<file path="config.mk">
export PLATFORM = sky130hd
export DESIGN_NAME = rti_queue
export DESIGN_NICKNAME = d
export VERILOG_FILES = /design/src/rti_pkg.sv /design/src/rti_queue.sv
export SDC_FILE = /design/constraint.sdc
export NUM_CORES = 1
export LEC_CHECK = 0
export BUFFER_PORTS_ARGS = -buffer_cell sky130_fd_sc_hd__buf_2
export CAP_MARGIN = 10
export CELL_PAD_IN_SITES_DETAIL_PLACEMENT = 0
export CELL_PAD_IN_SITES_GLOBAL_PLACEMENT = 1
export CORE_MARGIN = 1
export CORE_UTILIZATION = 35
export CTS_CLUSTER_SIZE = 8
export DETAILED_ROUTE_END_ITERATION = 10
export GPL_ROUTABILITY_DRIVEN = 1
export PLACE_DENSITY_LB_ADDON = 0.1
export REMOVE_ABC_BUFFERS = 1
export SYNTH_ARGS = -nofsm -noshare
export SYNTH_HDL_FRONTEND = slang
export SYNTH_SLANG_ARGS = --single-unit
</file>
<file path="constraint.sdc">
create_clock -name clk -period 2.1 [get_ports clk]
set_clock_uncertainty 0.15 [all_clocks]
set_input_delay 0.42 -clock clk [delete_from_list [all_inputs] [get_ports clk]]
set_output_delay 0.42 -clock clk [all_outputs]
set_load 0.01 [all_outputs]
</file>
<file path="src/rti_pkg.sv">
`timescale 1ns / 1ps

package rti_pkg;

  // default coordinate width, legal range 8 to 20
  localparam int COORD_WIDTH_DEF = 16;

  // configuration port
  localparam int CFG_INDEX_WIDTH = 3;
  localparam int CFG_DATA_WIDTH  = 32;
  localparam int EPS_WIDTH       = 32;

  localparam logic [EPS_WIDTH-1:0] EPS_RESET = EPS_WIDTH'(1);

  // entries in the queue between front and back
  localparam int QUEUE_DEPTH = 4;

  typedef enum logic [CFG_INDEX_WIDTH-1:0] {
    REG_DIR_X    = 3'd0,
    REG_DIR_Y    = 3'd1,
    REG_DIR_Z    = 3'd2,
    REG_ORIGIN_X = 3'd3,
    REG_ORIGIN_Y = 3'd4,
    REG_ORIGIN_Z = 3'd5,
    REG_EPSILON  = 3'd6
  } reg_index_t;

endpackage

</file>
<file path="src/rti_queue.sv">
`timescale 1ns / 1ps

module rti_queue #(
  parameter int WIDTH = 8
) (
  input  logic             clk,
  input  logic             rst,
  input  logic             in_valid,
  output logic             in_ready,
  input  logic [WIDTH-1:0] in_data,
  output logic             out_valid,
  input  logic             out_ready,
  output logic [WIDTH-1:0] out_data
);
  import rti_pkg::*;

  localparam int AW = (QUEUE_DEPTH > 1) ? $clog2(QUEUE_DEPTH) : 1;
  localparam int CW = $clog2(QUEUE_DEPTH + 1);
  localparam logic [CW-1:0] FULL_COUNT = CW'(QUEUE_DEPTH);
  localparam logic [AW-1:0] LAST_PTR   = AW'(QUEUE_DEPTH - 1);

  logic [WIDTH-1:0] mem [QUEUE_DEPTH];
  logic [AW-1:0]    wptr;
  logic [AW-1:0]    rptr;
  logic [CW-1:0]    count;
  logic             push;
  logic             pop;

  assign in_ready  = (count != FULL_COUNT);
  assign out_valid = (count != '0);
  assign push      = in_valid && in_ready;
  assign pop       = out_valid && out_ready;
  assign out_data  = mem[rptr];

  // entry storage
  always_ff @(posedge clk) begin
    if (push) begin
      mem[wptr] <= in_data;
    end
  end

  // pointers and fill count
  always_ff @(posedge clk) begin
    if (rst) begin
      wptr  <= '0;
      rptr  <= '0;
      count <= '0;
    end else begin
      if (push) begin
        wptr <= (wptr == LAST_PTR) ? '0 : wptr + AW'(1);
      end
      if (pop) begin
        rptr <= (rptr == LAST_PTR) ? '0 : rptr + AW'(1);
      end
      if (push && !pop) begin
        count <= count + CW'(1);
      end else if (pop && !push) begin
        count <= count - CW'(1);
      end
    end
  end

  // fill count stays within the storage
  assert property (@(posedge clk) disable iff (rst) count <= FULL_COUNT)
    else $error("queue count beyond depth");

  // an entry written into an empty queue is offered on the next cycle
  assert property (@(posedge clk) disable iff (rst)
    (count == '0) && push |=> out_valid)
    else $error("queue lost a transfer");

  // pointers stay in step with the count
  assert property (@(posedge clk) disable iff (rst)
    (count == '0) |-> (wptr == rptr))
    else $error("queue pointers out of step");

endmodule

</file>
# Yosys cells after proc, flatten, opt, wreduce, memory -nomap -nowiden
# Memory sizes are Yosys's and may differ from the RTL's. A register that Yosys moved wholly into a read port is not among the register bits.
# Cells that the tools add are included.
# totals
ff_bits	7
mem_bits_rw	32
in_bits	12
output_inout_bits	10
elab_cells	27
n_memories	1
# classes
addsub	4
n_eq_ne	3
mux	8
reduce_logical	8
# mem_list
name	depth	width	read_ports	rd_clocked_by_memory_dff	wr	line	source
mem	4	8	1	1	1	rti_queue.sv:22	logic [WIDTH-1:0] mem [QUEUE_DEPTH];
# op_table
cell	count
$mux W2	4
$mux W3	2
$add A2 B1 Y2 const B	2
$eq A2 B2 Y1 const B	2
$logic_and A1 B1 Y1	4
$add A3 B1 Y3 const B	1
$ne A3 B3 Y1 const B	1
$reduce_bool A3 Y1	1
$sub A3 B1 Y3 const B	1
$logic_not A1 Y1	2
$mux W1	2
$reduce_bool A2 Y1	1

# Logic depth before layout (Yosys ltp)
# depth
depth_word	6
ltp_mapped	9
ltp_nobuf	8

# Worst setup path before layout
# No wires, ideal clock.
# synth_timing
kind	reg2reg
from	register count[0]
to	register count[2]
setup_ps	70
arrival_time_ps	2101
t_required_ps	1880
path_slack_ps	-221
stages_incl_launch_ff	10
path_buffers	1
period_less_slack_ps	2321
path_cell_list	dfxtp_1 > or3b_1 > clkbuf_2 > and2_4 > ha_1 > inv_1 > fa_1 > xor2_1 > or3_2 > a21oi_1
# synth_via
elab_chain_len	5
word_cells_on_any_way	13
classes_between	2 x add/sub; 1 x eq/ne; 2 x mux; 8 x reduce/logical
# synth_lines
item	line	source
start, declared	rti_queue.sv:25	logic [CW-1:0] count;
start signal, assigned	rti_queue.sv:56	count <= count + CW'(1);
start signal, assigned	rti_queue.sv:58	count <= count - CW'(1);
$ne A3 B3 Y1 *	rti_queue.sv:29	assign in_ready = (count != FULL_COUNT);
net in_ready	rti_queue.sv:9	output logic in_ready,
$logic_and A1 B1 Y1 *	rti_queue.sv:31	assign push = in_valid && in_ready;
net push	rti_queue.sv:26	logic push;
$logic_not A1 Y1	rti_queue.sv:57	end else if (pop && !push) begin
$logic_and A1 B1 Y1	rti_queue.sv:57	
$reduce_bool A2 Y1 (no line)	n/a	
# The timed path passes the listed nets; every way through them passes the cells marked *. The select of a mux whose other input is x is not followed.
# A chain may end at the register's enable or synchronous reset.

# Worst setup path after layout
# layout_timing
from	register count[2]
to	register count[2]
# layout_via
elab_chain_len	5
word_cells_on_any_way	13
classes_between	2 x add/sub; 1 x eq/ne; 2 x mux; 8 x reduce/logical
# layout_lines
item	line
$ne A3 B3 Y1 *	rti_queue.sv:29
$logic_and A1 B1 Y1 *	rti_queue.sv:31
net push	rti_queue.sv:26
$logic_not A1 Y1	rti_queue.sv:57
$logic_and A1 B1 Y1	rti_queue.sv:57
$reduce_bool A2 Y1 (no line)	n/a
# Marked as above.

==> impl_results.md <==
* Outcome: completed
* Top cells by area, synth: edfxtp_1 59%, dfxtp_1 11%, mux4_2 11%
* Die ar. at between 4000 and 5000 µm²
* Setup-failing EPs final at 0
* Arrival @ worst endpoint at around 2.1 ns
* Worst EP required at around 2.2 ns
* Row cnt at 24
* Final net count at roughly 140
* Slew @ Worst Pin at 0.393 ns
* Syn-to-layout area delta at 24.1%
* Ys Warns at 0
* Capture point of the worst reg-to-reg path: count[2]
* Cell depth of the worst flop-to-flop path at 8
* Switch share at a little over a quarter
* Unrepaired setup endpoints after global routing: false
* HP Class: input pin to register
* Core area at about 4400 µm²
* Synth unique cells at 26
* Flops & latches, synth at 41
* Relative slew slack at between 70% and 80%
* Clk pwr share at ~26%
* Vias per cell at 4.81
* Crit path to: count[2]
* Vias at between 800 and 900
* Worst setup path startpoint: count[2]
* Tmin final at approximately 2.1 ns
* CTS max path bufs at 2
* Mapped Area at 1630 µm²
* GRT overflow at 0
* Inserted Diodes at 0
* I/O pins at 22
* WL final at 2610 µm
* Crit path max fanout at 5
* Worst setup SP type: register
* Initial DRC count at 74
* H-tree levels at 2
* Final core occ at roughly 46%
* Clock latency on the worst-skew pair at 0.29 ns
* Final Cycle Share at between 90% and 100%
* TritonCTS Buffers at 5
* Number of global-route vias before repair at 911
* FF-to-FF setup slack at between 0.04 and 0.05 ns
* Port Buffer Count at 21
* F_max at approximately 490 MHz
* Sinks on Clock Net at 41
* Pin count of the biggest net entering global routing at 13
* First-pass iteration count of the detailed router at 4
* Clock slew at reported path FFs at roughly 0.080 ns
* TritonCTS clock tree: done
* Peak supply drop at 0.595 mV
* PnR worst setup slack at around 0.04 ns
* Initial antenna violation count at 0
* CTS Hold Buffers Added at 0
* Dpl hpwl at approximately 1800 µm
* Initial core utilization at 37.0%
* Total Routing Usage GR at approximately an eighth
* Crit Path Class: register to register
* Setup TNS at 0 ns
* CTS root buf: clkbuf_8
* Syn_area_per_cell at around 18 µm²
* Synth top area share at roughly three fifths
* Crit path capture type: register
* Final hold vios at 0
* Top cell type by total area after synthesis: edfxtp_1
* Max-cap violation count at 0
* DR DRC count at 0
* Share of cells above drive strength 1 at 50.4%
* First-pass GRT wire length at between 4000 and 5000 µm
* Internal Power at 1.82 mW
* RD Place Congestion at approximately 0.66
* Reg2reg start: count[2]
* Routed wire per std cell at about 15 µm
* Net switching power at 0.667 mW
* Ys async rst share at 0%
* Post-synth EDFFs at 32
* Power per cell area at 1230 nW/µm²
* ANT nets after route at 0
* Pre-CTS WS at -0.164 ns
* Sequential Power Share at a little over two fifths
* Die Wd at 70.3 µm
* Leak Pwr at 0.756 nW
* Post-synthesis sequential area ratio at a little over two thirds
* Logic pwr share at just over 30%
* Cells after Synth at 90
* Die Y at 70.3 µm
* Fin. max-slew vios at 0
* Top_reg_cell synth: edfxtp_1
flip-flops by register name (all words and copies together), names as in the netlist, named ones only:
name / count
count: 3
mem: 32
rptr: 2
wptr: 2
layer usage:
metal | part of all wire, % | GRT usage, % | wire (µm)
met4 | 1.0 | 4.67 | 27
met5 | 0 | 0 | 0
met3 | 4.3 | 4.47 | 113
met2 | 53 | 21.7 | 1390
met1 | 41 | 12.3 | 1070
cells in the mapped netlist (2+ instances only):
cell / n
mux4_2: 8
or3_2: 2
nand2b_1: 2
dfxtp_1: 9
mux2i_1: 3
nor2_1: 3
xor2_1: 2
and3_2: 4
ha_1: 6
inv_1: 3
a21oi_1: 2
edfxtp_1: 32
final cells by class:
cell class	instances	area (µm²)
fill	401	2390
sequential	41	1150
multi-input combinational	42	503
timing repair buffer	31	184
clock buffer	7	86.3
tap	52	65.1
clock inverter	1	30.0
inverter	3	11.3
cell families (layout without fill, tap and decap cells):
kind of cell,after synthesis,count (layout),synth area share (%)
flops,41,41,69.8
compound gates,5,5,2.14
mux,11,11,12.9
simple gates,17,17,6.51
buf+inv,7,42,1.76
xor+xnor,2,2,1.07
fa+ha+maj,7,7,5.82
worst max-delay path, stage by stage, from the launching register on:
cell and delay [ns]:
dfxtp_4 0.36, or3b_4 0.23, and2_4 0.15, ha_4 0.13, inv_1 0.04, fa_2 0.33
xor2_1 0.15, or3_4 0.33, a21oi_2 0.13
power groups by stage:
stage	logic, mW	clock network [mW]	registers [mW]
2_1_floorplan	0.406	0	1.09
3_3_place_gp	0.705	0	1.07
3_5_place_dp	0.711	0	1.07
4_1_cts	0.783	0.652	1.08
5_1_grt	0.841	0.692	1.10
6_report	0.768	0.635	1.08
placed cells by master, fill, tap and decap left out, drive strengths merged:
master / instances
edfxtp: 32
buf: 31
dfxtp: 9
mux4: 8
clkbuf: 7
ha: 6
and3: 4
inv: 3
nor2: 3
mux2i: 3
or3: 3
xor2: 2
nand2b: 2
o31ai: 2
a21oi: 2
or3b: 1
and2: 1
nor3: 1
nand3: 1
nand2: 1
o21ai: 1
fa: 1
bufinv: 1
worst min path at each step:
stage	from	endpoint	slack (ns)	cells after the start
after floorplan	rptr[0]	register	0.31	2
after global placement	rptr[0]	rptr[0]	0.34	2
after detailed placement	rptr[0]	register	0.34	2
after CTS	in_data[5]	mem[1][5]	0.18	1
after global routing	in_data[6]	mem[1][6]	0.19	1
final	in_data[5]	mem[1][5]	0.20	1
metrics by stage:
step	cell area [µm²]	power [mW]	std cells	hold WS (ns)
2_1_floorplan	1620	1.49	86	0.306
3_3_place_gp	1850	1.78	168	0.337
3_5_place_dp	1850	1.79	168	0.340
4_1_cts	2020	2.52	177	0.182
5_1_grt	2030	2.63	177	0.190
6_report	2030	2.48	177	0.197
timing repair:
item,in CTS,in global routing
endpoints found under the hold margin,0,0
setup endpoints to repair,1,8
buffers inserted,1,0
pin swaps,3,0
resized for setup,12,2
Note: power is estimated with default switching activity, not from simulation.
